File: src/sv/gcr_pkg.sv
// ----------------------------------------------------------------------------
// gcr_pkg: shared types, constants and glyph ROM
// Display limits, the printable code range, the queued cell descriptor and the
// 5x7 font table used by the character cell rasterizer.
// ----------------------------------------------------------------------------
package gcr_pkg;

  localparam int DISPLAY_WIDTH  = 240;
  localparam int DISPLAY_HEIGHT = 320;

  localparam logic [7:0] FIRST_CODE    = 8'h20;
  localparam logic [7:0] LAST_CODE     = 8'h7E;
  localparam logic [7:0] FALLBACK_CODE = 8'h3F;

  localparam logic [2:0] GLYPH_COLS = 3'd5;
  localparam logic [2:0] GLYPH_ROWS = 3'd7;
  localparam logic [2:0] LAST_COL   = 3'd5;
  localparam logic [2:0] LAST_ROW   = 3'd7;

  // Two-entry queue between front and back.
  localparam int QUEUE_DEPTH = 2;
  localparam int QUEUE_PTR_W = 1;
  localparam int QUEUE_CNT_W = 2;

  // Glyph columns in natural order; bit n of a column is row n.
  typedef logic [0:4][7:0] glyph_t;

  typedef struct packed {
    glyph_t      glyph;
    logic [9:0]  x;
    logic [9:0]  y;
    logic [15:0] fg;
    logic [15:0] bg;
  } cell_t;

  function automatic logic [15:0] swap_bytes(input logic [15:0] c);
    return {c[7:0], c[15:8]};
  endfunction

  function automatic glyph_t glyph_rom(input logic [6:0] idx);
    glyph_t g;
    case (idx)
      7'd0:  g = 40'h0000000000;
      7'd1:  g = 40'h00005F0000;
      7'd2:  g = 40'h0007000700;
      7'd3:  g = 40'h147F147F14;
      7'd4:  g = 40'h242A7F2A12;
      7'd5:  g = 40'h2313086462;
      7'd6:  g = 40'h3649552250;
      7'd7:  g = 40'h0005030000;
      7'd8:  g = 40'h001C224100;
      7'd9:  g = 40'h0041221C00;
      7'd10: g = 40'h082A1C2A08;
      7'd11: g = 40'h08083E0808;
      7'd12: g = 40'h0050300000;
      7'd13: g = 40'h0808080808;
      7'd14: g = 40'h0060600000;
      7'd15: g = 40'h2010080402;
      7'd16: g = 40'h3E5149453E;
      7'd17: g = 40'h00427F4000;
      7'd18: g = 40'h4261514946;
      7'd19: g = 40'h2141454B31;
      7'd20: g = 40'h1814127F10;
      7'd21: g = 40'h2745454539;
      7'd22: g = 40'h3C4A494930;
      7'd23: g = 40'h0171090503;
      7'd24: g = 40'h3649494936;
      7'd25: g = 40'h064949291E;
      7'd26: g = 40'h0036360000;
      7'd27: g = 40'h0056360000;
      7'd28: g = 40'h0008142241;
      7'd29: g = 40'h1414141414;
      7'd30: g = 40'h4122140800;
      7'd31: g = 40'h0201510906;
      7'd32: g = 40'h324979413E;
      7'd33: g = 40'h7E1111117E;
      7'd34: g = 40'h7F49494936;
      7'd35: g = 40'h3E41414122;
      7'd36: g = 40'h7F4141221C;
      7'd37: g = 40'h7F49494941;
      7'd38: g = 40'h7F09090901;
      7'd39: g = 40'h3E4149497A;
      7'd40: g = 40'h7F0808087F;
      7'd41: g = 40'h00417F4100;
      7'd42: g = 40'h2040413F01;
      7'd43: g = 40'h7F08142241;
      7'd44: g = 40'h7F40404040;
      7'd45: g = 40'h7F020C027F;
      7'd46: g = 40'h7F0408107F;
      7'd47: g = 40'h3E4141413E;
      7'd48: g = 40'h7F09090906;
      7'd49: g = 40'h3E4151215E;
      7'd50: g = 40'h7F09192946;
      7'd51: g = 40'h4649494931;
      7'd52: g = 40'h01017F0101;
      7'd53: g = 40'h3F4040403F;
      7'd54: g = 40'h1F2040201F;
      7'd55: g = 40'h3F4038403F;
      7'd56: g = 40'h6314081463;
      7'd57: g = 40'h0708700807;
      7'd58: g = 40'h6151494543;
      7'd59: g = 40'h007F414100;
      7'd60: g = 40'h0204081020;
      7'd61: g = 40'h0041417F00;
      7'd62: g = 40'h0402010204;
      7'd63: g = 40'h4040404040;
      7'd64: g = 40'h0001020400;
      7'd65: g = 40'h2054545478;
      7'd66: g = 40'h7F48444438;
      7'd67: g = 40'h3844444420;
      7'd68: g = 40'h384444487F;
      7'd69: g = 40'h3854545418;
      7'd70: g = 40'h087E090102;
      7'd71: g = 40'h0C5252523E;
      7'd72: g = 40'h7F08040478;
      7'd73: g = 40'h00447D4000;
      7'd74: g = 40'h2040443D00;
      7'd75: g = 40'h7F10284400;
      7'd76: g = 40'h00417F4000;
      7'd77: g = 40'h7C04180478;
      7'd78: g = 40'h7C08040478;
      7'd79: g = 40'h3844444438;
      7'd80: g = 40'h7C14141408;
      7'd81: g = 40'h081414187C;
      7'd82: g = 40'h7C08040408;
      7'd83: g = 40'h4854545420;
      7'd84: g = 40'h043F444020;
      7'd85: g = 40'h3C4040207C;
      7'd86: g = 40'h1C2040201C;
      7'd87: g = 40'h3C4030403C;
      7'd88: g = 40'h4428102844;
      7'd89: g = 40'h0C5050503C;
      7'd90: g = 40'h4464544C44;
      7'd91: g = 40'h0008364100;
      7'd92: g = 40'h00007F0000;
      7'd93: g = 40'h0041360800;
      7'd94: g = 40'h1008081008;
      default: g = 40'h0201510906;
    endcase
    return g;
  endfunction

endpackage

File: src/sv/gcr_back.sv
// ----------------------------------------------------------------------------
// gcr_back: pixel sequencer
// Walks the 6x8 cell in row-major order and drives one registered pixel word
// per cycle while the receiver does not stall, marking the last pixel of the cell.
// ----------------------------------------------------------------------------
module gcr_back (
  input  logic           clk,
  input  logic           rst_n,
  input  logic           q_empty,
  input  gcr_pkg::cell_t head,
  output logic           pop,
  input  logic           out_stall,
  output logic           out_valid,
  output logic [15:0]    out_pixel_word,
  output logic [10:0]    out_pixel_x,
  output logic [10:0]    out_pixel_y,
  output logic           out_last_pixel
);

  gcr_pkg::cell_t cur_r, cur_nxt;
  logic           active_r, active_nxt;
  logic [2:0]     col_r, col_nxt;
  logic [2:0]     row_r, row_nxt;
  logic           out_valid_r, out_valid_nxt;
  logic [15:0]    word_r;
  logic [10:0]    px_r;
  logic [10:0]    py_r;
  logic           last_r;

  logic           adv;
  logic           at_end;
  logic [7:0]     col_bits;
  logic           on;

  assign adv    = active_r && (!out_valid_r || !out_stall);
  assign at_end = (col_r == gcr_pkg::LAST_COL) && (row_r == gcr_pkg::LAST_ROW);
  // The next cell is taken in the cycle the last pixel moves out, so cells
  // follow each other without a gap.
  assign pop    = !q_empty && (!active_r || (adv && at_end));

  assign col_bits = (col_r < gcr_pkg::GLYPH_COLS) ? cur_r.glyph[col_r] : 8'h00;
  assign on       = (row_r < gcr_pkg::GLYPH_ROWS) && col_bits[row_r];

  always_comb begin
    cur_nxt       = cur_r;
    active_nxt    = active_r;
    col_nxt       = col_r;
    row_nxt       = row_r;
    out_valid_nxt = out_valid_r;
    if (adv) begin
      out_valid_nxt = 1'b1;
      if (col_r == gcr_pkg::LAST_COL) begin
        col_nxt = '0;
        row_nxt = row_r + 1'b1;
      end else begin
        col_nxt = col_r + 1'b1;
      end
      if (at_end) begin
        active_nxt = 1'b0;
      end
    end else if (!out_stall) begin
      out_valid_nxt = 1'b0;
    end
    if (pop) begin
      cur_nxt    = head;
      active_nxt = 1'b1;
      col_nxt    = '0;
      row_nxt    = '0;
    end
  end

  always_ff @(posedge clk) begin
    if (!rst_n) begin
      active_r    <= 1'b0;
      col_r       <= '0;
      row_r       <= '0;
      out_valid_r <= 1'b0;
    end else begin
      active_r    <= active_nxt;
      col_r       <= col_nxt;
      row_r       <= row_nxt;
      out_valid_r <= out_valid_nxt;
    end
  end

  always_ff @(posedge clk) begin
    cur_r <= cur_nxt;
    if (adv) begin
      word_r <= on ? cur_r.fg : cur_r.bg;
      px_r   <= {1'b0, cur_r.x} + {8'b0, col_r};
      py_r   <= {1'b0, cur_r.y} + {8'b0, row_r};
      last_r <= at_end;
    end
  end

  assign out_valid      = out_valid_r;
  assign out_pixel_word = word_r;
  assign out_pixel_x    = px_r;
  assign out_pixel_y    = py_r;
  assign out_last_pixel = last_r;

  a_col_range: assert property (@(posedge clk) disable iff (!rst_n)
    col_r <= gcr_pkg::LAST_COL)
    else $error("column counter out of range");

  a_pop_starts: assert property (@(posedge clk) disable iff (!rst_n)
    pop |=> (active_r && col_r == '0 && row_r == '0))
    else $error("taken cell did not start at its first pixel");

  a_end_on_last: assert property (@(posedge clk) disable iff (!rst_n)
    (adv && at_end) |=> (out_valid_r && last_r))
    else $error("last pixel of a cell not marked");

endmodule

File: config.mk
export PLATFORM = sky130hd
export DESIGN_NAME = gcr_back
export DESIGN_NICKNAME = d
export VERILOG_FILES = /design/src/sv/gcr_pkg.sv /design/src/sv/gcr_back.sv
export SDC_FILE = /design/constraint.sdc
export NUM_CORES = 1
export LEC_CHECK = 0
export ABC_CLOCK_PERIOD_IN_PS = 16700
export BUFFER_PORTS_ARGS = -buffer_cell sky130_fd_sc_hd__buf_2
export CELL_PAD_IN_SITES_DETAIL_PLACEMENT = 0
export CELL_PAD_IN_SITES_GLOBAL_PLACEMENT = 1
export CORE_MARGIN = 3
export CORE_UTILIZATION = 49
export CTS_BUF_LIST = sky130_fd_sc_hd__clkbuf_4
export DETAILED_ROUTE_END_ITERATION = 6
export PLACE_DENSITY_LB_ADDON = 0.1
export SLEW_MARGIN = 40
export SYNTH_ARGS = -nofsm -noshare
export SYNTH_HDL_FRONTEND = slang
export SYNTH_SLANG_ARGS = --single-unit
File: constraint.sdc
create_clock -name clk -period 16.7 [get_ports clk]
set_input_delay 2.505 -clock clk [delete_from_list [all_inputs] [get_ports clk]]
set_output_delay 2.505 -clock clk [all_outputs]
set_load 0.03 [all_outputs]
# Word level (Yosys, flattened, before mapping)
# Index checks and enable logic that the tools add are counted.
# classes
n_eq_ne	3
reduce_logical	16
multipliers	0
shift	0
muxes	13
n_div	0
n_lt_le_gt_ge	4
n_addsub	4
bitwise_logic	2
# ops
operator	n
$bmux W8 S3	1
$mux W8	3
$add A10 B3 Y11	2
$mux W16	1
$add A3 B1 Y3 const B	2
$eq A3 B3 Y1 const B	2
$lt A3 B3 Y1 const B	2
$mux W1	6
$logic_and A1 B1 Y1	5
$ge A4 B4 Y1 const B	1
$logic_not A1 Y1	4
$lt A3 B4 Y1 const B	1
$not A3 Y4	1
$reduce_and A2 Y1	2
$reduce_bool A2 Y1	2
$bmux W1 S3	1
$mux W3	1
$logic_or A1 B1 Y1	2
$ne A2 B1 Y1 const B	1
$reduce_or A2 Y1	1
$not A1 Y1	1
# totals
romBits	0
memories	0
word_cells	59
mem_bits_rw	0
latchBits	0
in_bits	96
out_inout_bits	41
regBits	139

# Depth between registers and ports, before layout
# Gate-level depths: netlist (run 1).
# logic_depth
word_depth	9
mapped_depth	9
ltp_nobuf	7

# Least setup slack after synthesis (run 1)
# OpenSTA, ideal clock, no wires.
# synth_path
path_type	in2out
from	in out_stall
to	out pop
path_stages	5
arrival_time_ns	9.671
setup_slack_ns	4.524
path_buffers	0
required_time_ns	14.195
path_cell_list	a21boi_1 nand2_1 nor3_2 a21boi_0 nor2_1
# synth_via
elab_chain_cells	6
# synth_rtl
item	line_no	rtl
start: declaration	gcr_back.sv:12	input logic out_stall,
$logic_not A1 Y1	-	
$logic_or A1 B1 Y1	gcr_back.sv:35	assign adv = active_r && (!out_valid_r || !out_stall);
$logic_and A1 B1 Y1	gcr_back.sv:35	
$logic_and A1 B1 Y1	gcr_back.sv:39	assign pop = !q_empty && (!active_r || (adv && at_end));
$logic_or A1 B1 Y1	gcr_back.sv:39	
$logic_and A1 B1 Y1	gcr_back.sv:39	
end: declaration	gcr_back.sv:11	output logic pop,
# No other way between the ends.

# Worst setup path after layout (run 1)
# layout_path
from	in out_stall
to	out pop
# layout_via
elab_chain_cells	6
# layout_rtl
item	line_no	rtl
$logic_not A1 Y1	-	
$logic_or A1 B1 Y1	gcr_back.sv:35	
$logic_and A1 B1 Y1	gcr_back.sv:35	
net adv	gcr_back.sv:30	logic adv;
$logic_and A1 B1 Y1	gcr_back.sv:39	
$logic_or A1 B1 Y1	gcr_back.sv:39	
$logic_and A1 B1 Y1	gcr_back.sv:39	
# The timed path passes the listed nets, and every way through them passes these cells.

==> results of run 1 <==
[metrics by stage]
step / cells / util / setup slack [ns] / hold slack [ns]
after floorplan: 296 / - / 4.52 / 0.468
after global placement: 563 / 0.592 / 9.58 / 0.508
after detailed placement: 565 / 0.594 / 9.53 / 0.526
after CTS: 597 / 0.624 / 9.53 / 0.549
after global routing: 598 / 0.626 / 9.78 / 0.583
final: 598 / 0.626 / 9.96 / 0.550
[final cells by class]
type / count / area share
Timing Repair Buffer: 141 / 0.112
Clock inverter: 14 / 0.0276
Multi-Input combinational cell: 137 / 0.188
Tap cell: 136 / 0.0257
Sequential cell: 139 / 0.619
Inverter: 13 / 0.00738
Clock buffer: 18 / 0.0204
[worst min-delay path: stages (launching register included)]
cell and delay (ns):
dfxtp_1 0.35, a21oi_1 0.11, nor2b_1 0.05
[flip-flops by register name (all words and copies together), names as in the netlist, 3 cells and up]
name,flops
out_pixel_word,16
col_r,3
cur_r,92
row_r,3
out_pixel_y,11
out_pixel_x,11
[metal layers]
metal | GRT usage | up-vias | wire, um
li1 | - | 1439 | -
met5 | 0 | - | 7
met1 | 0.188 | 1394 | 3790
met4 | 0.0462 | 2 | 114
met3 | 0.0688 | 13 | 806
met2 | 0.257 | 100 | 4540
[cell usage in the layout (no fill, tap or decap), drive strengths merged, types with 6 or more instances in the layout]
| cell | instances |
|---|---|
| ha | 8 |
| clkbuf | 18 |
| xor2 | 6 |
| a21oi | 10 |
| mux2 | 23 |
| buf | 141 |
| edfxtp | 131 |
| xnor2 | 12 |
| inv | 20 |
| nor2 | 13 |
| dfxtp | 8 |
| nand2 | 15 |
[power groups by stage]
stage | clock network [uW] | registers, uW | logic [uW]
2_1_floorplan | 0 | 433 | 26.4
3_3_place_gp | 0 | 420 | 59.3
3_5_place_dp | 0 | 421 | 61.2
4_1_cts | 243 | 413 | 61.2
5_1_grt | 260 | 415 | 66.6
6_report | 236 | 412 | 61.2
[cell families after synthesis]
group                    Yosys count  synth area share
XOR/XNOR                          18            0.0290
buffers and inverters             20            0.0210
AND/OR/NAND/NOR                   49            0.0470
AO/OA/AOI/OAI                     30            0.0431
adder cells (fa/ha/maj)           10            0.0258
multiplexers                      30            0.0804
flip-flops                       139             0.754
[how the worst max path moves through the flow]
| stage | from | to | slack [ns] | cells past startpoint |
|---|---|---|---|---|
| finish | out_stall | pop | 9.96 | 7 |
| global route | out_stall | pop | 9.78 | 7 |
| CTS | out_stall | pop | 9.53 | 7 |
| detailed placement | out_stall | pop | 9.53 | 7 |
| global placement | out_stall | pop | 9.58 | 7 |
| floorplan | out_stall | pop | 4.52 | 5 |
==> flow_metrics.py, run 1 <==
metrics = {
    "timing": {
        "setup_viol": 0,
        "worst_clock_skew_ns": 0.0261,
        "rsz0062_at_grt": "false",
        "finalCriticalPeriod_ns": 6.74,
        "hold_viol": 0,
        "setup_tns_ns": 0,
        "worst_pin_slew_ns": 0.770,
        "finalCritPeriodShare": 0.404,
        "maxSlewHeadroom": 0.487,
        "clock.fmax_mhz": 148,
        "slew_violations": 0,
    },
    "setup_path": {
        "reg2reg_depth": 5,
        "arrival_ns": 4.24,
        "timing.rr.end": "cur_r[43]$_DFFE_PP_",
        "cp_cell_sequence": "buf_2, a21boi_4, nand2_1, nor3_2, a21boi_0, nor2_4, buf_2",
        "crit_type": "primary input to output pin",
        "cp_num_buf_inv": 2,
        "end_kind": "output pin",
        "cp-start-kind": "primary input",
        "reg2reg_from": "col_r[0]$_SDFFE_PP0P_",
        "slowest_stage": "nor2_4",
        "critPathMaxStageDelay_ns": 0.41,
        "path_delay_family": "simple AND/OR/NAND/NOR gates",
        "worstPathMaxFanout": 10,
        "required_ns": 14.20,
        "reg2reg_slack_ns": 13.73,
        "cpMostUsedCell": "buf_2",
    },
    "place": {
        "dp_hpwl_um": 6500,
        "place.gp.congestion": 0.712,
        "postPlaceCellArea_sq_um": 6270,
        "io_buffers": 136,
    },
    "final_layout": {
        "fillers": 827,
        "diodes": 0,
        "area_growth_pct": 21.7,
        "multi_input_area_sq_um": 1240,
        "final_nets": 555,
        "final-seq-area_sq_um": 4100,
        "drive_above_1_share": 0.446,
        "stdcell_area_sq_um": 6610,
    },
    "hold_path": {
        "hold_depth": 2,
        "hold_end": "out_valid$_SDFFE_PN0P_",
        "min_path_type": "flip-flop to flip-flop",
        "min-delay-start": "active_r$_SDFFE_PN0P_",
    },
    "die": {
        "start_util": 0.515,
        "die_height_um": 111,
        "row_count": 37,
        "boundaryPins": 137,
        "dieArea_sq_um": 12400,
        "fp.dieW_um": 111,
        "core_sq_um": 10600,
    },
    "grt": {
        "gr-usage-all-layers": 0.156,
        "grt_pass1_vias": 3070,
        "grt_pass1_wl_um": 14900,
        "grt_max_degree": 65,
        "antenna_found_initial": 1,
        "overflow": 0,
    },
    "yosys": {
        "yosysTopAreaCell": "edfxtp_1",
        "synth_top_flop_cell": "edfxtp_1",
        "synth_top_area_frac": 0.724,
        "async_flop_share": 0,
        "ys_warn_count": 0,
        "yosysMostFrequentCell": "edfxtp_1",
        "yosys-top-cells-area": "edfxtp_1, dfxtp_1, mux2_4",
        "synth_edf_count": 131,
        "avgSynthCellArea_sq_um": 18.3,
        "ys_top_cells_by_count": "edfxtp_1, nand2_1, inv_1, nor2_1",
        "ys_types": 46,
        "ys_ff_latch": 139,
        "syn_area_sq_um": 5430,
        "syn-instance-count": 296,
        "syn_nets": 402,
        "ys_seq_area_frac": 0.754,
    },
    "clock_network": {
        "clk-insertion-delay-late_ns": 0.51,
        "cts_resized": 0,
        "clk_pin_slew_worst_paths_ns": 0.12,
        "clock-sinks": 139,
        "hold_buffers": 0,
        "cts_buffer_depth": 2,
        "cts_setup_buffers": 0,
        "root_buffer": "clkbuf_4",
        "h-tree-depth": 4,
        "cts_tree": "built",
        "cts_buffers": 17,
    },
    "pwr": {
        "p_leak_uw": 0.00259,
        "powerDensity_nw_per_um2": 107,
        "clkPwrFrac": 0.333,
        "p_seq_frac": 0.581,
        "ir_drop_mv": 0.0513,
        "internal_power_uw": 541,
        "swShare": 0.239,
        "power.switching_uw": 169,
        "comb_power_share": 0.086,
        "finalPower_uw": 710,
    },
    "detailed_routing": {
        "first_pass_iters": 4,
        "drc": 0,
        "wl_um": 9250,
        "num_vias": 2948,
        "ant_nets": 0,
        "drt_iter0_drc": 115,
        "wire_per_inst_um": 15.5,
        "vias_per_cell": 4.93,
    },
    "outcome": {
        "status": "complete, no violations",
    },
    "job": {
        "cap_violations": 0,
    },
}
Power figures use the tool's default switching activity.
==> run 2: changes to the inputs <==
--- a/config.mk
+++ b/config.mk
@@ -5,12 +5,12 @@
 export SDC_FILE = /design/constraint.sdc
 export NUM_CORES = 1
 export LEC_CHECK = 0
-export ABC_CLOCK_PERIOD_IN_PS = 16700
+export ABC_CLOCK_PERIOD_IN_PS = 5850
 export BUFFER_PORTS_ARGS = -buffer_cell sky130_fd_sc_hd__buf_2
 export CELL_PAD_IN_SITES_DETAIL_PLACEMENT = 0
 export CELL_PAD_IN_SITES_GLOBAL_PLACEMENT = 1
 export CORE_MARGIN = 3
-export CORE_UTILIZATION = 49
+export CORE_UTILIZATION = 41
 export CTS_BUF_LIST = sky130_fd_sc_hd__clkbuf_4
 export DETAILED_ROUTE_END_ITERATION = 6
 export PLACE_DENSITY_LB_ADDON = 0.1
==> constraint.sdc (replaced) <==
create_clock -name clk -period 5.85 [get_ports clk]
set_input_delay 0.8775 -clock clk [delete_from_list [all_inputs] [get_ports clk]]
set_output_delay 0.8775 -clock clk [all_outputs]
set_load 0.03 [all_outputs]
==> flow_metrics.py, run 2 (synthesized netlist as in run 1, its figures left out) <==
metrics = {
    "detailed_routing": {
        "routed.top_layer": "met5",
        "num_vias": 2897,
        "wl_met3_um": 884,
        "drc": 0,
        "vias_per_cell": 4.60,
        "first_pass_iters": 6,
        "ant_nets": 0,
        "wl_um": 9310,
        "wl_met2_um": 4330,
        "met1_length_um": 3940,
        "drt_iter0_drc": 150,
        "wire_per_inst_um": 14.8,
    },
    "setup_path": {
        "reg2reg_depth": 7,
        "reg2reg_slack_ns": 3.12,
        "slowest_stage": "dfxtp_2",
        "critPathMaxStageDelay_ns": 0.65,
        "cp-start-kind": "flip-flop",
        "arrival_ns": 2.38,
        "required_ns": 4.97,
        "crit_type": "flip-flop to output pin",
        "cp_cell_sequence": "nand2_1, nor3_2, a21boi_0, nor2_4, buf_2",
        "end_kind": "output pin",
        "worstPathMaxFanout": 18,
    },
    "place": {
        "dp_slack_ns": 2.67,
        "dp_hpwl_um": 6470,
        "io_buffers": 136,
        "place.gp.congestion": 0.758,
    },
    "clock_network": {
        "hold_buffers": 0,
        "clk_pin_slew_worst_paths_ns": 0.11,
        "clk-insertion-delay-late_ns": 0.52,
        "cts_buffers": 17,
        "cts_resized": 0,
        "clock-sinks": 139,
        "cts_buffer_depth": 2,
        "h-tree-depth": 4,
        "cts_setup_buffers": 0,
        "root_buffer": "clkbuf_4",
        "cts_tree": "built",
    },
    "timing": {
        "worst_pin_slew_ns": 0.726,
        "finalCritPeriodShare": 0.556,
        "worst_clock_skew_ns": 0.0162,
        "setup_ws_ns": 2.60,
        "finalCriticalPeriod_ns": 3.25,
        "clock.fmax_mhz": 307,
        "hold_viol": 0,
        "setup_viol": 0,
        "rsz0062_at_grt": "false",
        "slew_violations": 0,
        "setup_tns_ns": 0,
        "maxSlewHeadroom": 0.516,
    },
    "outcome": {
        "status": "complete, no violations",
    },
    "final_layout": {
        "multi_input_area_sq_um": 1240,
        "drive_above_1_share": 0.432,
        "final_cell_mix": "buf_2, edfxtp_1, clkbuf_4",
        "fillers": 1091,
        "final_util": 0.513,
        "diodes": 0,
        "largest_reg_flops": 92,
        "final_nets": 553,
        "area_growth_pct": 20.8,
        "final-seq-area_sq_um": 4100,
        "top_register": "cur_r",
        "layout_commonest_cell": "buf_2",
    },
    "die": {
        "dieArea_sq_um": 14700,
        "die_height_um": 121,
        "start_util": 0.425,
        "fp.dieW_um": 121,
        "core_sq_um": 12800,
        "row_count": 41,
        "boundaryPins": 137,
    },
    "pwr": {
        "p_leak_uw": 0.00254,
        "ir_drop_mv": 0.142,
        "finalPower_uw": 1910,
        "powerDensity_nw_per_um2": 291,
    },
    "grt": {
        "antenna_found_initial": 1,
        "overflow": 0,
        "grt_max_degree": 93,
        "grt_pass1_wl_um": 14600,
        "gr-usage-all-layers": 0.136,
        "grt_pass1_vias": 2925,
    },
    "job": {
        "cap_violations": 0,
    },
    "hold_path": {
        "hold_depth": 1,
        "min_path_type": "primary input to flip-flop",
    },
}
## run 2: worst max-delay path, delay by kind of cell (launching register included)
kind	cells	cell delay [ns]
flops	1	0.65
simple gates	3	0.68
buf+inv	1	0.24
compound gates	1	0.28
## run 2: report_power, final
part	internal, uW	total (uW)	leakage [uW]	switching, uW
clock	250	564	0.000134	313
combinational	72.1	170	0.00110	98.2
sequential	1160	1180	0.00131	21.0
## run 2: final cells by class
type,instances,area share
clock buffer,19,0.0217
clock inverter,11,0.0160
inverter,13,0.00744
multi-input combinational,137,0.189
sequential,139,0.624
tap,172,0.0328
timing repair buffer,139,0.108
## run 2: path summary, 6_finish.rpt
kind                            endpoint                   from
max                                  pop  col_r[0]$_SDFFE_PP0P_
min                  cur_r[66]$_DFFE_PP_               head[66]
max reg2reg  out_pixel_word[4]$_DFFE_PP_  col_r[1]$_SDFFE_PP0P_
min reg2reg  out_pixel_word[5]$_DFFE_PP_     cur_r[5]$_DFFE_PP_
## run 2: per-layer routing
layer / GRT usage / vias up
met2: 0.198 / 106
met3: 0.0723 / 12
met5: 0 / -
met4: 0.0609 / 2
met1: 0.169 / 1344
li1: - / 1433
## run 2: metrics by stage
step                      instances  instance area (sq um)  hold slack, ns
after global routing            630                   6560           0.436
after CTS                       630                   6560           0.450
after floorplan                 296                   5440           0.467
after global placement          600                   6300           0.523
after detailed placement        600                   6310           0.534
final                           630                   6560           0.520
==> run 3: changes to the inputs <==
--- a/config.mk
+++ b/config.mk
@@ -5,12 +5,12 @@
 export SDC_FILE = /design/constraint.sdc
 export NUM_CORES = 1
 export LEC_CHECK = 0
-export ABC_CLOCK_PERIOD_IN_PS = 5850
+export ABC_CLOCK_PERIOD_IN_PS = 3200
 export BUFFER_PORTS_ARGS = -buffer_cell sky130_fd_sc_hd__buf_2
 export CELL_PAD_IN_SITES_DETAIL_PLACEMENT = 0
 export CELL_PAD_IN_SITES_GLOBAL_PLACEMENT = 1
 export CORE_MARGIN = 3
-export CORE_UTILIZATION = 41
+export CORE_UTILIZATION = 46
 export CTS_BUF_LIST = sky130_fd_sc_hd__clkbuf_4
 export DETAILED_ROUTE_END_ITERATION = 6
 export PLACE_DENSITY_LB_ADDON = 0.1
==> constraint.sdc (replaced) <==
create_clock -name clk -period 3.2 [get_ports clk]
set_input_delay 0.48 -clock clk [delete_from_list [all_inputs] [get_ports clk]]
set_output_delay 0.48 -clock clk [all_outputs]
set_load 0.03 [all_outputs]
==> flow_metrics.py, run 3 (synthesized netlist as in run 1, its figures left out) <==
metrics = {
    "pwr": {
        "p_leak_uw": 0.00263,
        "comb_power_share": 0.083,
        "internal_power_uw": 2980,
        "swShare": 0.231,
        "powerDensity_nw_per_um2": 580,
        "ir_drop_mv": 0.503,
        "power.switching_uw": 896,
        "clkPwrFrac": 0.362,
        "p_seq_frac": 0.555,
    },
    "die": {
        "dieArea_sq_um": 13100,
        "fp.dieW_um": 115,
        "die_height_um": 115,
        "core_sq_um": 11500,
        "row_count": 39,
        "start_util": 0.474,
        "boundaryPins": 137,
    },
    "setup_path": {
        "cp-start-kind": "flip-flop",
        "required_ns": 2.72,
        "reg2reg_slack_ns": 0.48,
        "arrival_ns": 2.35,
        "path_delay_family": "flip-flops",
        "cp_cell_sequence": "buf_4, nand2_2, nor3_4, a21boi_2, nor2_4, buf_2",
        "worstPathMaxFanout": 8,
        "slowest_stage": "dfxtp_1",
        "crit_type": "flip-flop to output pin",
        "critPathMaxStageDelay_ns": 0.65,
        "cp_num_buf_inv": 2,
        "reg2reg_depth": 7,
        "end_kind": "output pin",
        "reg2reg_from": "col_r[1]$_SDFFE_PP0P_",
        "timing.rr.end": "out_pixel_word[0]$_DFFE_PP_",
    },
    "place": {
        "io_buffers": 136,
        "place.gp.congestion": 0.738,
        "postPlaceCellArea_sq_um": 6320,
        "dp_hpwl_um": 6560,
    },
    "outcome": {
        "status": "complete, no violations",
    },
    "grt": {
        "grt_max_degree": 49,
        "overflow": 0,
        "antenna_found_initial": 0,
        "grt_pass1_wl_um": 14800,
        "grt_pass1_vias": 2937,
        "gr-usage-all-layers": 0.154,
    },
    "final_layout": {
        "top_register": "cur_r",
        "largest_reg_flops": 92,
        "drive_above_1_share": 0.452,
        "final_cell_mix": "buf_2, edfxtp_1, clkbuf_4",
        "fillers": 903,
        "final_util": 0.583,
        "area_growth_pct": 23.0,
        "diodes": 0,
        "final-seq-area_sq_um": 4090,
        "final_nets": 558,
        "layout_commonest_cell": "buf_2",
        "stdcell_area_sq_um": 6680,
        "multi_input_area_sq_um": 1250,
    },
    "hold_path": {
        "min-delay-start": "head[61]",
        "hold_end": "cur_r[61]$_DFFE_PP_",
        "hold_depth": 1,
        "min_path_type": "primary input to flip-flop",
    },
    "clock_network": {
        "hold_buffers": 0,
        "clk_pin_slew_worst_paths_ns": 0.14,
        "cts_tree": "built",
        "cts_buffers": 17,
        "cts_setup_buffers": 0,
        "h-tree-depth": 4,
        "root_buffer": "clkbuf_4",
        "cts_resized": 0,
        "clk-insertion-delay-late_ns": 0.55,
        "clock-sinks": 139,
        "cts_buffer_depth": 2,
    },
    "detailed_routing": {
        "drc": 0,
        "num_vias": 2953,
        "vias_per_cell": 4.86,
        "wire_per_inst_um": 15.5,
        "ant_nets": 0,
        "first_pass_iters": 4,
        "drt_iter0_drc": 229,
        "wl_um": 9440,
    },
    "timing": {
        "finalCriticalPeriod_ns": 2.83,
        "setup_tns_ns": 0,
        "rsz0062_at_grt": "false",
        "whs_ns": 0.0898,
        "setup_viol": 0,
        "clock.fmax_mhz": 353,
        "hold_viol": 0,
        "finalCritPeriodShare": 0.886,
        "worst_pin_slew_ns": 0.683,
        "slew_violations": 0,
        "worst_clock_skew_ns": 0.0255,
        "maxSlewHeadroom": 0.544,
    },
    "job": {
        "cap_violations": 0,
    },
}
[run 3: per-layer routing]
metal	wire length, um	up-vias	GRT usage
li1	-	1441	-
met1	3880	1400	0.183
met2	4560	101	0.240
met3	851	11	0.0735
met4	140	0	0.0665
met5	0	-	0
[run 3: worst max path at each step]
stage          cells after the start                  start                          end
2_1_floorplan                      5              out_stall                          pop
3_3_place_gp                       8  col_r[0]$_SDFFE_PP0P_  out_pixel_word[7]$_DFFE_PP_
3_5_place_dp                       8  col_r[0]$_SDFFE_PP0P_  out_pixel_word[5]$_DFFE_PP_
4_1_cts                            6  col_r[0]$_SDFFE_PP0P_                          pop
5_1_grt                            6  col_r[0]$_SDFFE_PP0P_                          pop
6_report                           6  col_r[0]$_SDFFE_PP0P_                          pop
[run 3: stage by stage]
stage | instances | total power (uW) | worst slack [ns]
finish | 608 | 3870 | 0.366
global placement | 576 | 2510 | 0.534
detailed placement | 576 | 2520 | 0.472
CTS | 608 | 3920 | 0.262
floorplan | 296 | 2390 | -0.621
global route | 608 | 4040 | 0.158
[run 3: final cells by class]
| type | count | area share |
|---|---|---|
| multi-input cells | 137 | 0.188 |
| clock buffers | 18 | 0.0202 |
| repair buffers | 144 | 0.111 |
| clock inverters | 14 | 0.0345 |
| flip-flops and latches | 139 | 0.613 |
| inverters | 13 | 0.00730 |
| well taps | 143 | 0.0268 |
[run 3: worst register-to-register path: cells and delay by family (launching register included)]
kind	cells	cell delay, ns
flops	1	0.78
mux	2	0.73
simple gates	2	0.31
compound gates	2	0.33
buf+inv	1	0.33
[run 3: power groups by stage]
| stage | clock, uW | sequential (uW) | combinational [uW] |
|---|---|---|---|
| 3_5_place_dp | 0 | 2190 | 327 |
| 6_report | 1400 | 2150 | 322 |
| 3_3_place_gp | 0 | 2190 | 318 |
| 5_1_grt | 1530 | 2160 | 351 |
| 2_1_floorplan | 0 | 2250 | 141 |
| 4_1_cts | 1440 | 2150 | 327 |
