File: src/sv/gcr_pkg.sv
// ----------------------------------------------------------------------------
// gcr_pkg: shared types, constants and glyph ROM
// Display limits, the printable code range, the queued cell descriptor and the
// 5x7 font table used by the character cell rasterizer.
// ----------------------------------------------------------------------------
package gcr_pkg;

  localparam int DISPLAY_WIDTH  = 240;
  localparam int DISPLAY_HEIGHT = 320;

  localparam logic [7:0] FIRST_CODE    = 8'h20;
  localparam logic [7:0] LAST_CODE     = 8'h7E;
  localparam logic [7:0] FALLBACK_CODE = 8'h3F;

  localparam logic [2:0] GLYPH_COLS = 3'd5;
  localparam logic [2:0] GLYPH_ROWS = 3'd7;
  localparam logic [2:0] LAST_COL   = 3'd5;
  localparam logic [2:0] LAST_ROW   = 3'd7;

  // Two-entry queue between front and back.
  localparam int QUEUE_DEPTH = 2;
  localparam int QUEUE_PTR_W = 1;
  localparam int QUEUE_CNT_W = 2;

  // Glyph columns in natural order; bit n of a column is row n.
  typedef logic [0:4][7:0] glyph_t;

  typedef struct packed {
    glyph_t      glyph;
    logic [9:0]  x;
    logic [9:0]  y;
    logic [15:0] fg;
    logic [15:0] bg;
  } cell_t;

  function automatic logic [15:0] swap_bytes(input logic [15:0] c);
    return {c[7:0], c[15:8]};
  endfunction

  function automatic glyph_t glyph_rom(input logic [6:0] idx);
    glyph_t g;
    case (idx)
      7'd0:  g = 40'h0000000000;
      7'd1:  g = 40'h00005F0000;
      7'd2:  g = 40'h0007000700;
      7'd3:  g = 40'h147F147F14;
      7'd4:  g = 40'h242A7F2A12;
      7'd5:  g = 40'h2313086462;
      7'd6:  g = 40'h3649552250;
      7'd7:  g = 40'h0005030000;
      7'd8:  g = 40'h001C224100;
      7'd9:  g = 40'h0041221C00;
      7'd10: g = 40'h082A1C2A08;
      7'd11: g = 40'h08083E0808;
      7'd12: g = 40'h0050300000;
      7'd13: g = 40'h0808080808;
      7'd14: g = 40'h0060600000;
      7'd15: g = 40'h2010080402;
      7'd16: g = 40'h3E5149453E;
      7'd17: g = 40'h00427F4000;
      7'd18: g = 40'h4261514946;
      7'd19: g = 40'h2141454B31;
      7'd20: g = 40'h1814127F10;
      7'd21: g = 40'h2745454539;
      7'd22: g = 40'h3C4A494930;
      7'd23: g = 40'h0171090503;
      7'd24: g = 40'h3649494936;
      7'd25: g = 40'h064949291E;
      7'd26: g = 40'h0036360000;
      7'd27: g = 40'h0056360000;
      7'd28: g = 40'h0008142241;
      7'd29: g = 40'h1414141414;
      7'd30: g = 40'h4122140800;
      7'd31: g = 40'h0201510906;
      7'd32: g = 40'h324979413E;
      7'd33: g = 40'h7E1111117E;
      7'd34: g = 40'h7F49494936;
      7'd35: g = 40'h3E41414122;
      7'd36: g = 40'h7F4141221C;
      7'd37: g = 40'h7F49494941;
      7'd38: g = 40'h7F09090901;
      7'd39: g = 40'h3E4149497A;
      7'd40: g = 40'h7F0808087F;
      7'd41: g = 40'h00417F4100;
      7'd42: g = 40'h2040413F01;
      7'd43: g = 40'h7F08142241;
      7'd44: g = 40'h7F40404040;
      7'd45: g = 40'h7F020C027F;
      7'd46: g = 40'h7F0408107F;
      7'd47: g = 40'h3E4141413E;
      7'd48: g = 40'h7F09090906;
      7'd49: g = 40'h3E4151215E;
      7'd50: g = 40'h7F09192946;
      7'd51: g = 40'h4649494931;
      7'd52: g = 40'h01017F0101;
      7'd53: g = 40'h3F4040403F;
      7'd54: g = 40'h1F2040201F;
      7'd55: g = 40'h3F4038403F;
      7'd56: g = 40'h6314081463;
      7'd57: g = 40'h0708700807;
      7'd58: g = 40'h6151494543;
      7'd59: g = 40'h007F414100;
      7'd60: g = 40'h0204081020;
      7'd61: g = 40'h0041417F00;
      7'd62: g = 40'h0402010204;
      7'd63: g = 40'h4040404040;
      7'd64: g = 40'h0001020400;
      7'd65: g = 40'h2054545478;
      7'd66: g = 40'h7F48444438;
      7'd67: g = 40'h3844444420;
      7'd68: g = 40'h384444487F;
      7'd69: g = 40'h3854545418;
      7'd70: g = 40'h087E090102;
      7'd71: g = 40'h0C5252523E;
      7'd72: g = 40'h7F08040478;
      7'd73: g = 40'h00447D4000;
      7'd74: g = 40'h2040443D00;
      7'd75: g = 40'h7F10284400;
      7'd76: g = 40'h00417F4000;
      7'd77: g = 40'h7C04180478;
      7'd78: g = 40'h7C08040478;
      7'd79: g = 40'h3844444438;
      7'd80: g = 40'h7C14141408;
      7'd81: g = 40'h081414187C;
      7'd82: g = 40'h7C08040408;
      7'd83: g = 40'h4854545420;
      7'd84: g = 40'h043F444020;
      7'd85: g = 40'h3C4040207C;
      7'd86: g = 40'h1C2040201C;
      7'd87: g = 40'h3C4030403C;
      7'd88: g = 40'h4428102844;
      7'd89: g = 40'h0C5050503C;
      7'd90: g = 40'h4464544C44;
      7'd91: g = 40'h0008364100;
      7'd92: g = 40'h00007F0000;
      7'd93: g = 40'h0041360800;
      7'd94: g = 40'h1008081008;
      default: g = 40'h0201510906;
    endcase
    return g;
  endfunction

endpackage

File: src/sv/gcr_queue.sv
// ----------------------------------------------------------------------------
// gcr_queue: cell descriptor queue
// Short FIFO that decouples the classifier from the pixel sequencer.
// ----------------------------------------------------------------------------
module gcr_queue (
  input  logic           clk,
  input  logic           rst_n,
  input  logic           push,
  input  gcr_pkg::cell_t push_cell,
  input  logic           pop,
  output logic           full,
  output logic           empty,
  output gcr_pkg::cell_t head
);

  gcr_pkg::cell_t                      mem_r [gcr_pkg::QUEUE_DEPTH];
  logic [gcr_pkg::QUEUE_PTR_W-1:0]     wr_ptr_r, wr_ptr_nxt;
  logic [gcr_pkg::QUEUE_PTR_W-1:0]     rd_ptr_r, rd_ptr_nxt;
  logic [gcr_pkg::QUEUE_CNT_W-1:0]     cnt_r, cnt_nxt;

  assign full  = (cnt_r == gcr_pkg::QUEUE_CNT_W'(gcr_pkg::QUEUE_DEPTH));
  assign empty = (cnt_r == '0);
  assign head  = mem_r[rd_ptr_r];

  always_comb begin
    wr_ptr_nxt = push ? wr_ptr_r + 1'b1 : wr_ptr_r;
    rd_ptr_nxt = pop  ? rd_ptr_r + 1'b1 : rd_ptr_r;
    cnt_nxt    = cnt_r;
    if (push && !pop) begin
      cnt_nxt = cnt_r + 1'b1;
    end else if (pop && !push) begin
      cnt_nxt = cnt_r - 1'b1;
    end
  end

  always_ff @(posedge clk) begin
    if (!rst_n) begin
      wr_ptr_r <= '0;
      rd_ptr_r <= '0;
      cnt_r    <= '0;
    end else begin
      wr_ptr_r <= wr_ptr_nxt;
      rd_ptr_r <= rd_ptr_nxt;
      cnt_r    <= cnt_nxt;
    end
  end

  always_ff @(posedge clk) begin
    if (push) begin
      mem_r[wr_ptr_r] <= push_cell;
    end
  end

endmodule

File: config.mk
export PLATFORM = sky130hd
export DESIGN_NAME = gcr_queue
export DESIGN_NICKNAME = d
export VERILOG_FILES = /design/src/sv/gcr_pkg.sv /design/src/sv/gcr_queue.sv
export SDC_FILE = /design/constraint.sdc
export NUM_CORES = 1
export LEC_CHECK = 0
export BUFFER_PORTS_ARGS = -buffer_cell sky130_fd_sc_hd__buf_2
export CORE_UTILIZATION = 47
export DETAILED_ROUTE_END_ITERATION = 10
export PLACE_DENSITY = 0.76
export SLEW_MARGIN = 30
export SYNTH_ARGS = -nofsm -noshare
export SYNTH_HDL_FRONTEND = slang
export SYNTH_SLANG_ARGS = --single-unit
File: constraint.sdc
create_clock -name clk -period 6.05 [get_ports clk]
set_input_delay 1.21 -clock clk [delete_from_list [all_inputs] [get_ports clk]]
set_output_delay 1.21 -clock clk [all_outputs]
set_load 0.05 [all_outputs]
# After elaboration in Yosys (flattened, before gate mapping)
# Memories as Yosys holds them, arrays and structs flattened. A register that Yosys moved wholly into a read port is not among the register bits.
# Index checks and enable logic that the tools add are counted.
# op_classes
reduce_logical	6
muxes	6
n_eq_ne	1
addsub	4
# ops
op	n
1-bit two-way mux	4
2-bit two-way mux	2
1-bit adder, second input constant	2
2-bit by 1-bit adder with 2-bit output, second input constant	1
2-bit equality test, second input constant	1
1-bit logical AND	2
1-bit zero test	2
2-bit zero test	1
2-bit nonzero test	1
2-bit by 1-bit subtractor with 2-bit output, second input constant	1
# totals
ram_bits	184
elab_cells	21
n_memories	1
output_inout_bits	94
register_bits	4
# mem_list
name	depth	width	rd	rd_ports_with_merged_regs	write_ports	line_no	source
mem_r	2	92	1	1	1	gcr_queue.sv:16	gcr_pkg::cell_t mem_r [gcr_pkg::QUEUE_DEPTH];

# Longest topological paths before layout
# Gate-level depths: netlist of the first run.
# logic_depth
ltp_word	4
depth_mapped	5

# Worst setup path after synthesis of the first run
# OpenSTA, ideal clock, no wires.
# synth_path
path_type	in2reg
from	in push
to	mem mem_r[0][0] (netlist name), enable pin
t_required_ps	5495
path_buffers	0
setup_ps	555
slack_ps	244
stages	1
arrival_ps	5251
cell_sequence	nor2b_1
# synth_via
elab_chain_cells	2
# synth_lines
element	line_no	source
start: declaration	gcr_queue.sv:8	input logic push,
1-bit two-way mux	gcr_queue.sv:49	if (push) begin
1-bit two-way mux (not written as such)	gcr_queue.sv:50	mem_r[wr_ptr_r] <= push_cell;
end: declaration	gcr_queue.sv:16	
# No other way between the ends.

==> summary.md, run 1 <==
| Metric | Value |
|---|---|
| Setup Total Neg Slack | 0 ns |
| Source-to-sink clock delay at the later pin of the worst-skew pair | 0.42 ns |
| Site row count | 43 |
| Worst path slowest cell | sky130_fd_sc_hd__dfxtp_4 |
| Initial core utilization | 48.8% |
| Wire length of the first global-routing pass | 17.7 mm |
| Fraction of final layout cells with drive strength greater than 1 | 60.7% |
| Arrival time at the worst endpoint | 2.49 ns |
| Quantity of gates resized following cts | 0 |
| HPWL reported at the end of detailed placement | 7.82 mm |
| Post-Synthesis Mean Instance Area | 22.3 um2 |
| Slowest cell delay on critical path | 0.75 ns |
| Horiz. Die Dim | 123 um |
| DR iter-0 viols | 154 |
| Clock Skew | 0.00723 ns |
| Hold-fix buffers, CTS | 0 |
| Kind of cell adding the most delay to the critical path | buffers and inverters |
| Headroom to the max-slew limit | 54.7% |
| Count of fill cells added during filler insertion | 1,074 |
| Final setup violation count | 0 |
| Number of buffers inserted by post-CTS setup repair | 0 |
| Largest voltage drop on the vdd net | 0.182 mV |
| Run status | finished clean |
| Most frequent standard cell in the layout excluding fill and tap cells | sky130_fd_sc_hd__buf_2 |
| Gpl congestion | 0.740 |
| Number of antenna violations at the first check in global routing | 1 |
| CTS Buf Count | 17 |
| Number of H-tree branching levels | 4 |
| RR Startpoint | wr_ptr_r |
| Crit share post-route | 61.2% |
| Depth of the critical timing path with buffers and inverters included | 3 |
| Count of yosys warnings during synthesis | 0 |
| Maximum number of pins on one net before global-route repair | 57 |
| DRC violation count after routing | 0 |
| Clk root buf | sky130_fd_sc_hd__clkbuf_16 |
| Crit Path Max Fanout | 47 |
| Highest-count cells in the layout ignoring fill and taps | sky130_fd_sc_hd__buf_2 (189), sky130_fd_sc_hd__edfxtp_1 (184), sky130_fd_sc_hd__mux2_2 (92) |
| Max Fclk | 270 MHz |
| Count of buffer and inverter cells on the critical path | 2 |
| Vert. Die Dim | 123 um |
| Synthesized netlist cell count | 308 |
| Number of vias after detailed routing | 3,465 |
| Instance count along the most critical hold path | 2 |
| Port buffer count | 189 |
| Sequential area share after synthesis | 81.7% |
| Drt first pass iters | 4 |
| Design Area, Final | 0.00861 mm2 |
| Power, Total | 3.11 mW |
| Number of top-level pins | 190 |
| RSZ-0062 raised after global routing | no |
| Leakage | 3.23 nW |
| Max-slew violation count | 0 |
| Total gr overflow | 0 |
| Clock tree from TritonCTS | built |
| Syn Std Cell Area | 0.00688 mm2 |
| Power density over the cells | 361 mW/mm2 |
| Count of cell types in the netlist | 18 |
| Minimum clock period after layout | 3.70 ns |
| Floorplan die area | 0.0151 mm2 |
| Critical path type | reg -> out |
| Via/cell ratio | 4.93 |
| Final ANT Viol Nets | 0 |
| Actual transition at the worst max-transition pin | 0.679 ns |
| Final routed wire length divided by cell count | 17.3 um |
| Endpoint required time on the critical path | 4.84 ns |
| Startpoint of the tightest hold check path | cnt_r[1] |
| Global routing usage summed across all routing layers | 16.2% |
| Via count of the first global-routing pass | 3,571 |
| Post-layout net count | 607 |
| Number of maximum-capacitance violations | 0 |
| FF+latch count, synth | 189 |
| Hold Vio Cnt, Final | 0 |
| Routed WL | 12.2 mm |
| Element type at the critical path start | register |
| Max Buffers Root-to-Sink | 2 |
| Core Region | 0.0141 mm2 |
| Layout area overhead | 25.1% |
| Placed standard-cell area | 0.00803 mm2 |
| Num Clock Sinks | 189 |
| Clk slew on worst S/H paths | 0.07 ns |
| Critical path capture point type | primary output |
| Number of nets in the synthesized netlist | 405 |
| Cells along the critical path | buf_4, mux2_2, buf_2 |
| Reg2reg path depth | 2 |
| Kind of path behind the tightest hold check | reg -> reg |
## registers in the layout (all words and copies together) (netlist names), named ones only
name	cells
cnt_r	2
mem_r	184
rd_ptr_r	1
wr_ptr_r	1
## tightest hold or removal path: stages (launching register included)
cell	delay [ns]
sky130_fd_sc_hd__dfxtp_1	0.34
sky130_fd_sc_hd__o21ai_0	0.11
sky130_fd_sc_hd__a21boi_1	0.07
## power by group
group / internal (mW) / total [mW] / switching (mW)
clock network: 0.640 / 1.09 / 0.449
logic: 0.140 / 0.478 / 0.338
registers: 1.51 / 1.54 / 0.0286
total: 2.29 / 3.11 / 0.815
## routing by layer
metal	global-route usage [%]	vias up	part of all wire (%)
met1	17.7	1699	40
met5	0	-	0
met2	27.7	128	50
met4	7.08	0	1.2
met3	6.73	12	8.2
li1	-	1626	-
## worst paths after layout
path | slack (ns) | end
hold / removal | 0.56 | cnt_r[1]
setup / recovery | 2.35 | head[71]
setup reg to reg | 4.01 | mem_r[1][81]
hold reg to reg | 0.56 | cnt_r[1]
## through the flow
step           std cells  setup WS (ns)  utilization, %  hold WS (ns)
2_1_floorplan        308          0.244               -         0.466
5_1_grt              702           2.18            61.1         0.559
3_5_place_dp         671           2.74            57.0         0.523
4_1_cts              702           2.28            61.1         0.559
3_3_place_gp         670           2.77            56.8         0.479
6_report             703           2.35            61.1         0.561
## cells by family after synthesis
group,count (synthesis),share of synthesized area [%]
xor gates and xnor gates,3,0.382
buffers and inverters,11,1.55
DFF,189,81.7
and+or+nand+nor,9,0.818
muxes,92,15.1
AOI/OAI and AO/OA,3,0.291
adders and majority gates,1,0.182
## cells in the mapped netlist
library cell | instances | area [um2]
sky130_fd_sc_hd__nor2_1 | 1 | 3.75
sky130_fd_sc_hd__buf_4 | 1 | 7.51
sky130_fd_sc_hd__buf_2 | 1 | 5.00
sky130_fd_sc_hd__nor2b_1 | 2 | 12.5
sky130_fd_sc_hd__inv_1 | 1 | 3.75
sky130_fd_sc_hd__edfxtp_1 | 184 | 5530
sky130_fd_sc_hd__o21a_1 | 1 | 7.51
sky130_fd_sc_hd__o21ai_0 | 1 | 5.00
sky130_fd_sc_hd__a21boi_1 | 1 | 7.51
sky130_fd_sc_hd__buf_6 | 8 | 90.1
sky130_fd_sc_hd__mux2_2 | 92 | 1040
sky130_fd_sc_hd__or3_1 | 1 | 6.26
sky130_fd_sc_hd__and2b_2 | 1 | 8.76
sky130_fd_sc_hd__xnor2_1 | 1 | 8.76
sky130_fd_sc_hd__ha_1 | 1 | 12.5
sky130_fd_sc_hd__dfxtp_1 | 5 | 100
sky130_fd_sc_hd__and2_1 | 4 | 25.0
sky130_fd_sc_hd__xor2_1 | 2 | 17.5
## final cells by class
| cell class | count | area, um2 | area share, % |
|---|---|---|---|
| flip-flops and latches | 189 | 5630 | 65.4 |
| multi-input cells | 108 | 1160 | 13.5 |
| repair buffers | 193 | 1010 | 11.7 |
| clock buffers | 17 | 425 | 4.94 |
| well taps | 180 | 225 | 2.62 |
| clock inverters | 14 | 153 | 1.77 |
| inverters | 1 | 3.75 | 0.0436 |
| diodes | 1 | 2.50 | 0.0291 |
Power figures use the tool's default switching activity.
==> run 2, diff against run 1 <==
--- a/config.mk
+++ b/config.mk
@@ -5,10 +5,11 @@
 export SDC_FILE = /design/constraint.sdc
 export NUM_CORES = 1
 export LEC_CHECK = 0
+export ABC_AREA = 1
 export BUFFER_PORTS_ARGS = -buffer_cell sky130_fd_sc_hd__buf_2
-export CORE_UTILIZATION = 47
+export CORE_UTILIZATION = 52
 export DETAILED_ROUTE_END_ITERATION = 10
-export PLACE_DENSITY = 0.76
+export PLACE_DENSITY = 0.79
 export SLEW_MARGIN = 30
 export SYNTH_ARGS = -nofsm -noshare
 export SYNTH_HDL_FRONTEND = slang
==> constraint.sdc (replaced) <==
create_clock -name clk -period 3.6 [get_ports clk]
set_input_delay 0.72 -clock clk [delete_from_list [all_inputs] [get_ports clk]]
set_output_delay 0.72 -clock clk [all_outputs]
set_load 0.05 [all_outputs]
==> run 2 against run 1 <==
Sequential share of layout area is 2.1 points lower. Area after synthesis up 5.6%. Combinational power up 66%. Die area shrank 4.5%. Critical path type unchanged. Synthesized cell count rose by 4.2%. Register-to-register slack got worse by 2.1 ns.
==> summary.md, run 2 <==
| Metric | Value |
|---|---|
| Minimum clock period after layout | 2.51 ns |
| Fraction of final layout cells with drive strength greater than 1 | 58.7% (-2.1 points) |
| DRC violation count after routing | 0 (unchanged) |
| Port buffer count | 189 (unchanged) |
| Headroom to the max-slew limit | 40.6% (-14 points) |
| FF+latch count, synth | 189 (unchanged) |
| Core Region | 0.0135 mm2 (-4.6%) |
| Clk slew on worst S/H paths | 0.06 ns (about the same) |
| Sequential Area | 0.00563 mm2 (unchanged) |
| Max-slew violation count | 0 (unchanged) |
| Drt first pass iters | 4 (unchanged) |
| Wire length of the first global-routing pass | 18.3 mm (+3.2%) |
| Synthesized netlist cell count | 321 (+4.2%) |
| Number of top-level pins | 190 (unchanged) |
| DR iter-0 viols | 153 (-0.65%) |
| Cells along the critical path | buf_12, mux2_2, buf_2 |
| Clock Skew | 0.00499 ns (-0.00224 ns) |
| Kind of path behind the tightest hold check | in -> reg |
| Worst path slowest cell | sky130_fd_sc_hd__mux2_2 |
| Arrival time at the worst endpoint | 1.79 ns (-0.70 ns) |
| Endpoint required time on the critical path | 2.88 ns (-1.96 ns) |
| Final antenna diode count | 0 (-1) |
| Actual transition at the worst max-transition pin | 0.891 ns (+0.212 ns) |
| Register with the most flip-flops | mem_r |
| Instance count along the most critical hold path | 1 (-1) |
| Number of H-tree branching levels | 4 (unchanged) |
| Count of yosys warnings during synthesis | 0 (unchanged) |
| Parity-gate share of the synthesized area counting xor and xnor cells | 0% (-0.38 points) |
| Synth top area share | 76.0% (-4.2 points) |
| Number of nets in the synthesized netlist | 418 (+3.2%) |
| Count of fill cells added during filler insertion | 946 (-12%) |
| Site row count | 42 (-2.3%) |
| Sink of the worst hold path | mem_r[1][51] |
| Flop-to-flop setup slack | 1.89 ns (-2.12 ns) |
| Quantity of gates resized following cts | 0 (unchanged) |
| Largest registers | mem_r: 184 flops, cnt_r: 2 flops |
| Horiz. Die Dim | 120 um (-2.3%) |
| Multi-input combinational cell area | 0.00144 mm2 (+24%) |
| Crit Path Max Fanout | 56 (+19%) |
| Most used flip-flop cell after synthesis | sky130_fd_sc_hd__edfxtp_1 |
| Total gr overflow | 0 (unchanged) |
| Number of antenna violations at the first check in global routing | 0 (-1) |
| Cell type contributing the most total cell area after synthesis | sky130_fd_sc_hd__edfxtp_1 |
| Number of vias after detailed routing | 3,549 (+2.4%) |
| Routed WL | 12.0 mm (-1.1%) |
| Most numerous cell in the Yosys netlist | sky130_fd_sc_hd__edfxtp_1 |
| Element type at the critical path start | register |
| Maximum number of pins on one net before global-route repair | 67 (+18%) |
| Vert. Die Dim | 120 um (-2.3%) |
| Final routed wire length divided by cell count | 16.8 um (-2.5%) |
| Final ANT Viol Nets | 0 (unchanged) |
| Post-synthesis share of cell area spent on full adders, half adders and majority gates | 0.172% (-0.0096 points) |
| Hold-fix buffers, CTS | 0 (unchanged) |
| Via/cell ratio | 4.98 (+0.99%) |
| Max Fclk | 398 MHz |
| Multiplexer share of the synthesized area | 18.4% (+3.3 points) |
| Gpl congestion | 0.678 (-8.3%) |
| Post-Synthesis Mean Instance Area | 22.6 um2 (+1.3%) |
| Initial core utilization | 54.0% (+5.2 points) |
| Reg2reg path depth | 3 (+1) |
| RSZ-0062 raised after global routing | no |
| CTS Buf Count | 17 (unchanged) |
| Proportion of register bits with asynchronous set or reset after synthesis | 0% (unchanged) |
| Power density over the cells | 575 mW/mm2 (+59%) |
| Synthesized-area fraction occupied by ao, oa, aoi and oai cells | 0.138% (-0.15 points) |
| Setup Total Neg Slack | 0 ns (unchanged) |
| RR Startpoint | wr_ptr_r |
| Max Buffers Root-to-Sink | 2 (unchanged) |
| Share of synthesized cell area in and, or, nand and nor gates | 1.03% (+0.22 points) |
| Source-to-sink clock delay at the later pin of the worst-skew pair | 0.42 ns (about the same) |
| Highest-count cells in the layout ignoring fill and taps | sky130_fd_sc_hd__buf_2 (189), sky130_fd_sc_hd__edfxtp_1 (184), sky130_fd_sc_hd__mux2_4 (80) |
| Largest voltage drop on the vdd net | 0.347 mV (+90%) |
| Startpoint of the tightest hold check path | push_cell[51] |
| Via count of the first global-routing pass | 3,696 (+3.5%) |
| Sequential area share after synthesis | 77.4% (-4.3 points) |
| Commonest cells post-synth | sky130_fd_sc_hd__edfxtp_1 (184), sky130_fd_sc_hd__mux2_4 (80), sky130_fd_sc_hd__mux2_2 (12) |
| Num Clock Sinks | 189 (unchanged) |
| Worst reg2reg path endpoint | mem_r[1][74] |
| Critical path capture point type | primary output |
| Global routing usage summed across all routing layers | 17.4% (+1.1 points) |
| Flip-flop count of the largest register, all copies and words added | 184 (unchanged) |
| Crit share post-route | 69.8% |
| Clk root buf | sky130_fd_sc_hd__clkbuf_16 |
| Final setup violation count | 0 (unchanged) |
| HPWL reported at the end of detailed placement | 8.01 mm (+2.4%) |
| Leakage | 3.56 nW (+10%) |
| Layout area overhead | 22.5% |
| Syn Std Cell Area | 0.00727 mm2 (+5.6%) |
| Number of buffers inserted by post-CTS setup repair | 0 (unchanged) |
| Dominant combinational cell family by area after synthesis | multiplexers |
| Slowest cell delay on critical path | 0.40 ns (-0.35 ns) |
| Number of enable flip-flop cells after synthesis | 184 (unchanged) |
| Critical path type | reg -> out |
| Clock tree from TritonCTS | built |
| Run status | finished clean |
| Count of cell types in the netlist | 15 (-3) |
| Hold Vio Cnt, Final | 0 (unchanged) |
| Count of buffer and inverter cells on the critical path | 2 (unchanged) |
| Most frequent standard cell in the layout excluding fill and tap cells | sky130_fd_sc_hd__buf_2 |
| Power, Total | 5.12 mW (+65%) |
| Kind of cell adding the most delay to the critical path | buffers and inverters |
| Synth top area cells | sky130_fd_sc_hd__edfxtp_1 (76%), sky130_fd_sc_hd__mux2_4 (17%), sky130_fd_sc_hd__buf_12 (2.2%) |
| Number of maximum-capacitance violations | 0 (unchanged) |
| Floorplan die area | 0.0144 mm2 (-4.5%) |
| Post-layout net count | 621 (+2.3%) |
==> run 2: cell count changes after synthesis, sizes merged, moves of 2 or more <==
cell and change:
nand2 +8, nor2 +8, inv +7, and2 -4
nor2b -2, xor2 -2
==> run 2: worst max-delay path by stage <==
stage	cells after the start	slack (ns)	end	from
global route	3	1.05	head[77]	register
global placement	4	1.49	mem_r[1][73]	push
finish	3	1.09	head[78]	register
floorplan	2	0.04	mem_r[0][0]	push
detailed placement	4	1.45	mem_r[1][73]	push
CTS	3	1.07	head[78]	register
==> run 2: layout make-up <==
type                    count  area share, %
clock buffers              19           4.86
flip-flops and latches    189           63.3
repair buffers            194           11.5
multi-input cells         114           16.2
clock inverters            13           1.38
well taps                 176           2.47
inverters                   8          0.366
==> run 2: per-stage QoR <==
stage | setup slack [ns] | std cells | area, um2 | hold WS [ns] | util (%)
floorplan | 0.0410 | 321 | 7270 | 0.463 | -
global placement | 1.49 | 681 | 8340 | 0.480 | 62.0
detailed placement | 1.45 | 681 | 8340 | 0.493 | 62.0
CTS | 1.07 | 713 | 8900 | 0.463 | 66.2
global route | 1.05 | 713 | 8900 | 0.470 | 66.2
finish | 1.09 | 713 | 8900 | 0.483 | 66.2
==> run 2: power by group <==
| part | internal (mW) | switching (mW) |
|---|---|---|
| combinational | 0.255 | 0.538 |
| clock | 1.01 | 0.733 |
| sequential | 2.55 | 0.0322 |
==> run 2: kinds of logic (layout without fill, tap and decap cells) <==
kind of cell               Yosys count  count (layout)
AOI/OAI and AO/OA                    2               2
adders and majority gates            1               1
buffers and inverters               18             234
DFF                                189             189
muxes                               92              92
and+or+nand+nor                     19              19
==> run 2: worst register-to-register path, delay by kind of cell, from the launching register on <==
kind                   cells  cell delay [ns]
AND/OR/NAND/NOR            1             0.14
flip-flops                 1             0.40
buffers and inverters      2             0.83
==> run 2: layer usage <==
layer	up-vias	share of wire [%]	track usage (%)
li1	1660	-	-
met1	1727	39	19.5
met2	144	52	30.5
met3	18	7.5	5.24
met4	0	1.5	7.34
met5	-	0	0
==> run 3, diff against run 2 <==
--- a/config.mk
+++ b/config.mk
@@ -5,7 +5,7 @@
 export SDC_FILE = /design/constraint.sdc
 export NUM_CORES = 1
 export LEC_CHECK = 0
-export ABC_AREA = 1
+export ABC_AREA = 0
 export BUFFER_PORTS_ARGS = -buffer_cell sky130_fd_sc_hd__buf_2
 export CORE_UTILIZATION = 52
 export DETAILED_ROUTE_END_ITERATION = 10
==> constraint.sdc (replaced) <==
create_clock -name clk -period 2.6 [get_ports clk]
set_input_delay 0.52 -clock clk [delete_from_list [all_inputs] [get_ports clk]]
set_output_delay 0.52 -clock clk [all_outputs]
set_load 0.05 [all_outputs]
==> run 3 against run 2 <==
Cell area fell by 3.5%. Core utilization rose by 1.1 points. Non-clock buffer count rose by 3. Routed wire length fell by 3.1%. Hold slack got worse by 0.20 ns. Sequential cell count did not move. Global-route usage rose by 0.20 points. Sequential share of layout area rose by 2.3 points. Die area fell by 5.2%. Largest power group unchanged.
==> summary.md, run 3 (synthesis results as in run 1) <==
| Metric | Value |
|---|---|
| Run status | finished clean |
| Maximum number of pins on one net before global-route repair | 50 (-25%) |
| Port buffer count | 189 (unchanged) |
| Clk slew on worst S/H paths | 0.07 ns (about the same) |
| Core Util, Final | 67.3% (+1.1 points) |
| Number of vias after detailed routing | 3,457 (-2.6%) |
| Crit Path Max Fanout | 49 (-13%) |
| Max Fclk | 410 MHz |
| Site row count | 41 (-2.4%) |
| Actual transition at the worst max-transition pin | 0.631 ns (-0.260 ns) |
| Final routed wire length divided by cell count | 16.7 um (-0.99%) |
| Multi-input combinational cell area | 0.00116 mm2 (-19%) |
| RSZ-0062 raised after global routing | no |
| DR iter-0 viols | 216 (+41%) |
| Max-slew violation count | 0 (unchanged) |
| Kind of cell adding the most delay to the critical path | flip-flops |
| Fraction of final layout cells with drive strength greater than 1 | 61.2% (+2.6 points) |
| Highest-count cells in the layout ignoring fill and taps | sky130_fd_sc_hd__buf_2 (189), sky130_fd_sc_hd__edfxtp_1 (184), sky130_fd_sc_hd__mux2_2 (92) |
| Drt first pass iters | 4 (unchanged) |
| HPWL reported at the end of detailed placement | 7.84 mm (-2.1%) |
| Flip-flop count of the largest register, all copies and words added | 184 (unchanged) |
| Routed WL | 11.6 mm (-3.1%) |
| Number of cells after detailed placement | 667 (-2.1%) |
| Minimum clock period after layout | 2.44 ns |
| Final ANT Viol Nets | 0 (unchanged) |
| Arrival time at the worst endpoint | 1.92 ns (+0.13 ns) |
| Crit share post-route | 93.7% |
| Horiz. Die Dim | 117 um (-2.6%) |
| Worst path slowest cell | sky130_fd_sc_hd__dfxtp_4 |
| Wire length of the first global-routing pass | 17.1 mm (-6.6%) |
| Power density over the cells | 824 mW/mm2 (+43%) |
| Largest registers | mem_r: 184 flops, cnt_r: 2 flops |
| Setup Total Neg Slack | 0 ns (unchanged) |
| Element type at the critical path start | register |
| Via/cell ratio | 4.95 (-0.50%) |
| Total gr overflow | 0 (unchanged) |
| Number of H-tree branching levels | 4 (unchanged) |
| Vert. Die Dim | 117 um (-2.6%) |
| Final antenna diode count | 0 (unchanged) |
| Headroom to the max-slew limit | 57.9% (+17 points) |
| Final cell count without fillers | 698 (-2.1%) |
| Clock tree from TritonCTS | built |
| Core Region | 0.0128 mm2 (-5.1%) |
| Clock Skew | 0.00631 ns (+0.00132 ns) |
| Hold Vio Cnt, Final | 0 (unchanged) |
| Number of maximum-capacitance violations | 0 (unchanged) |
| Final setup violation count | 0 (unchanged) |
| Source-to-sink clock delay at the later pin of the worst-skew pair | 0.42 ns (about the same) |
| Most frequent standard cell in the layout excluding fill and tap cells | sky130_fd_sc_hd__buf_2 |
| Critical path capture point type | primary output |
| Max Buffers Root-to-Sink | 2 (unchanged) |
| Number of top-level pins | 190 (unchanged) |
| Slowest cell delay on critical path | 0.54 ns (+0.14 ns) |
| Critical path type | reg -> out |
| Post-layout net count | 611 (-1.6%) |
| Gpl congestion | 0.706 (+4.2%) |
| Sequential Area | 0.00563 mm2 (unchanged) |
| Global routing usage summed across all routing layers | 17.5% (+0.20 points) |
| Kind of path behind the tightest hold check | in -> reg |
| Cells along the critical path | buf_12, mux2_2, buf_2 |
| Endpoint required time on the critical path | 2.08 ns (-0.80 ns) |
| Register with the most flip-flops | mem_r |
| DRC violation count after routing | 0 (unchanged) |
| Layout area overhead | 24.8% |
| Number of buffers inserted by post-CTS setup repair | 0 (unchanged) |
| Floorplan die area | 0.0137 mm2 (-5.2%) |
| Count of buffer and inverter cells on the critical path | 2 (unchanged) |
| Clk root buf | sky130_fd_sc_hd__clkbuf_16 |
| Leakage | 3.22 nW (-9.4%) |
| Hold-fix buffers, CTS | 0 (unchanged) |
| Count of fill cells added during filler insertion | 837 (-12%) |
| Quantity of gates resized following cts | 0 (unchanged) |
| Via count of the first global-routing pass | 3,561 (-3.7%) |
| Initial core utilization | 53.9% (-0.12 points) |
| Largest voltage drop on the vdd net | 0.571 mV (+65%) |
| CTS Buf Count | 17 (unchanged) |
| Num Clock Sinks | 189 (unchanged) |
| Number of antenna violations at the first check in global routing | 0 (unchanged) |
## run 3: final timing paths
check / startpoint / endpoint / slack [ns] / depth (start not counted)
max reg2reg: wr_ptr_r / mem_r[1][43] / 1.14 / 2
max: register / head[3] / 0.16 / 3
min: push_cell[24] / mem_r[0][24] / 0.28 / 1
min reg2reg: cnt_r[1] / cnt_r[1] / 0.50 / 2
## run 3: area by class of cell
| class | count | share of cell area (%) |
|---|---|---|
| repair buffers | 197 | 12.0 |
| inverters | 1 | 0.0437 |
| clock buffers | 19 | 5.04 |
| multi-input cells | 108 | 13.5 |
| flip-flops and latches | 189 | 65.5 |
| clock inverters | 12 | 1.37 |
| well taps | 172 | 2.51 |
## run 3: per-stage QoR
| step | worst slack [ns] | cell area [um2] | power [mW] | hold WS, ns |
|---|---|---|---|---|
| after floorplan | 0.250 | 6890 | 4.49 | 0.466 |
| after global placement | 0.623 | 8040 | 4.75 | 0.476 |
| after detailed placement | 0.604 | 8040 | 4.77 | 0.502 |
| after CTS | 0.131 | 8590 | 7.14 | 0.259 |
| after global routing | 0.0792 | 8590 | 7.31 | 0.259 |
| final | 0.163 | 8590 | 7.08 | 0.283 |
## run 3: layer usage
metal | wire (um) | GRT usage (%) | share of wire (%)
met4 | 127 | 8.27 | 1.1
met3 | 1070 | 7.36 | 9.2
met1 | 4500 | 19.3 | 39
met2 | 5950 | 29.7 | 51
met5 | 0 | 0 | 0
## run 3: report_power, final
group          leakage (nW)  internal [mW]  total, mW  switching (mW)
clock                 0.256           1.32       2.38            1.06
combinational          1.20          0.330       1.13           0.798
sequential             1.77           3.52       3.57          0.0510
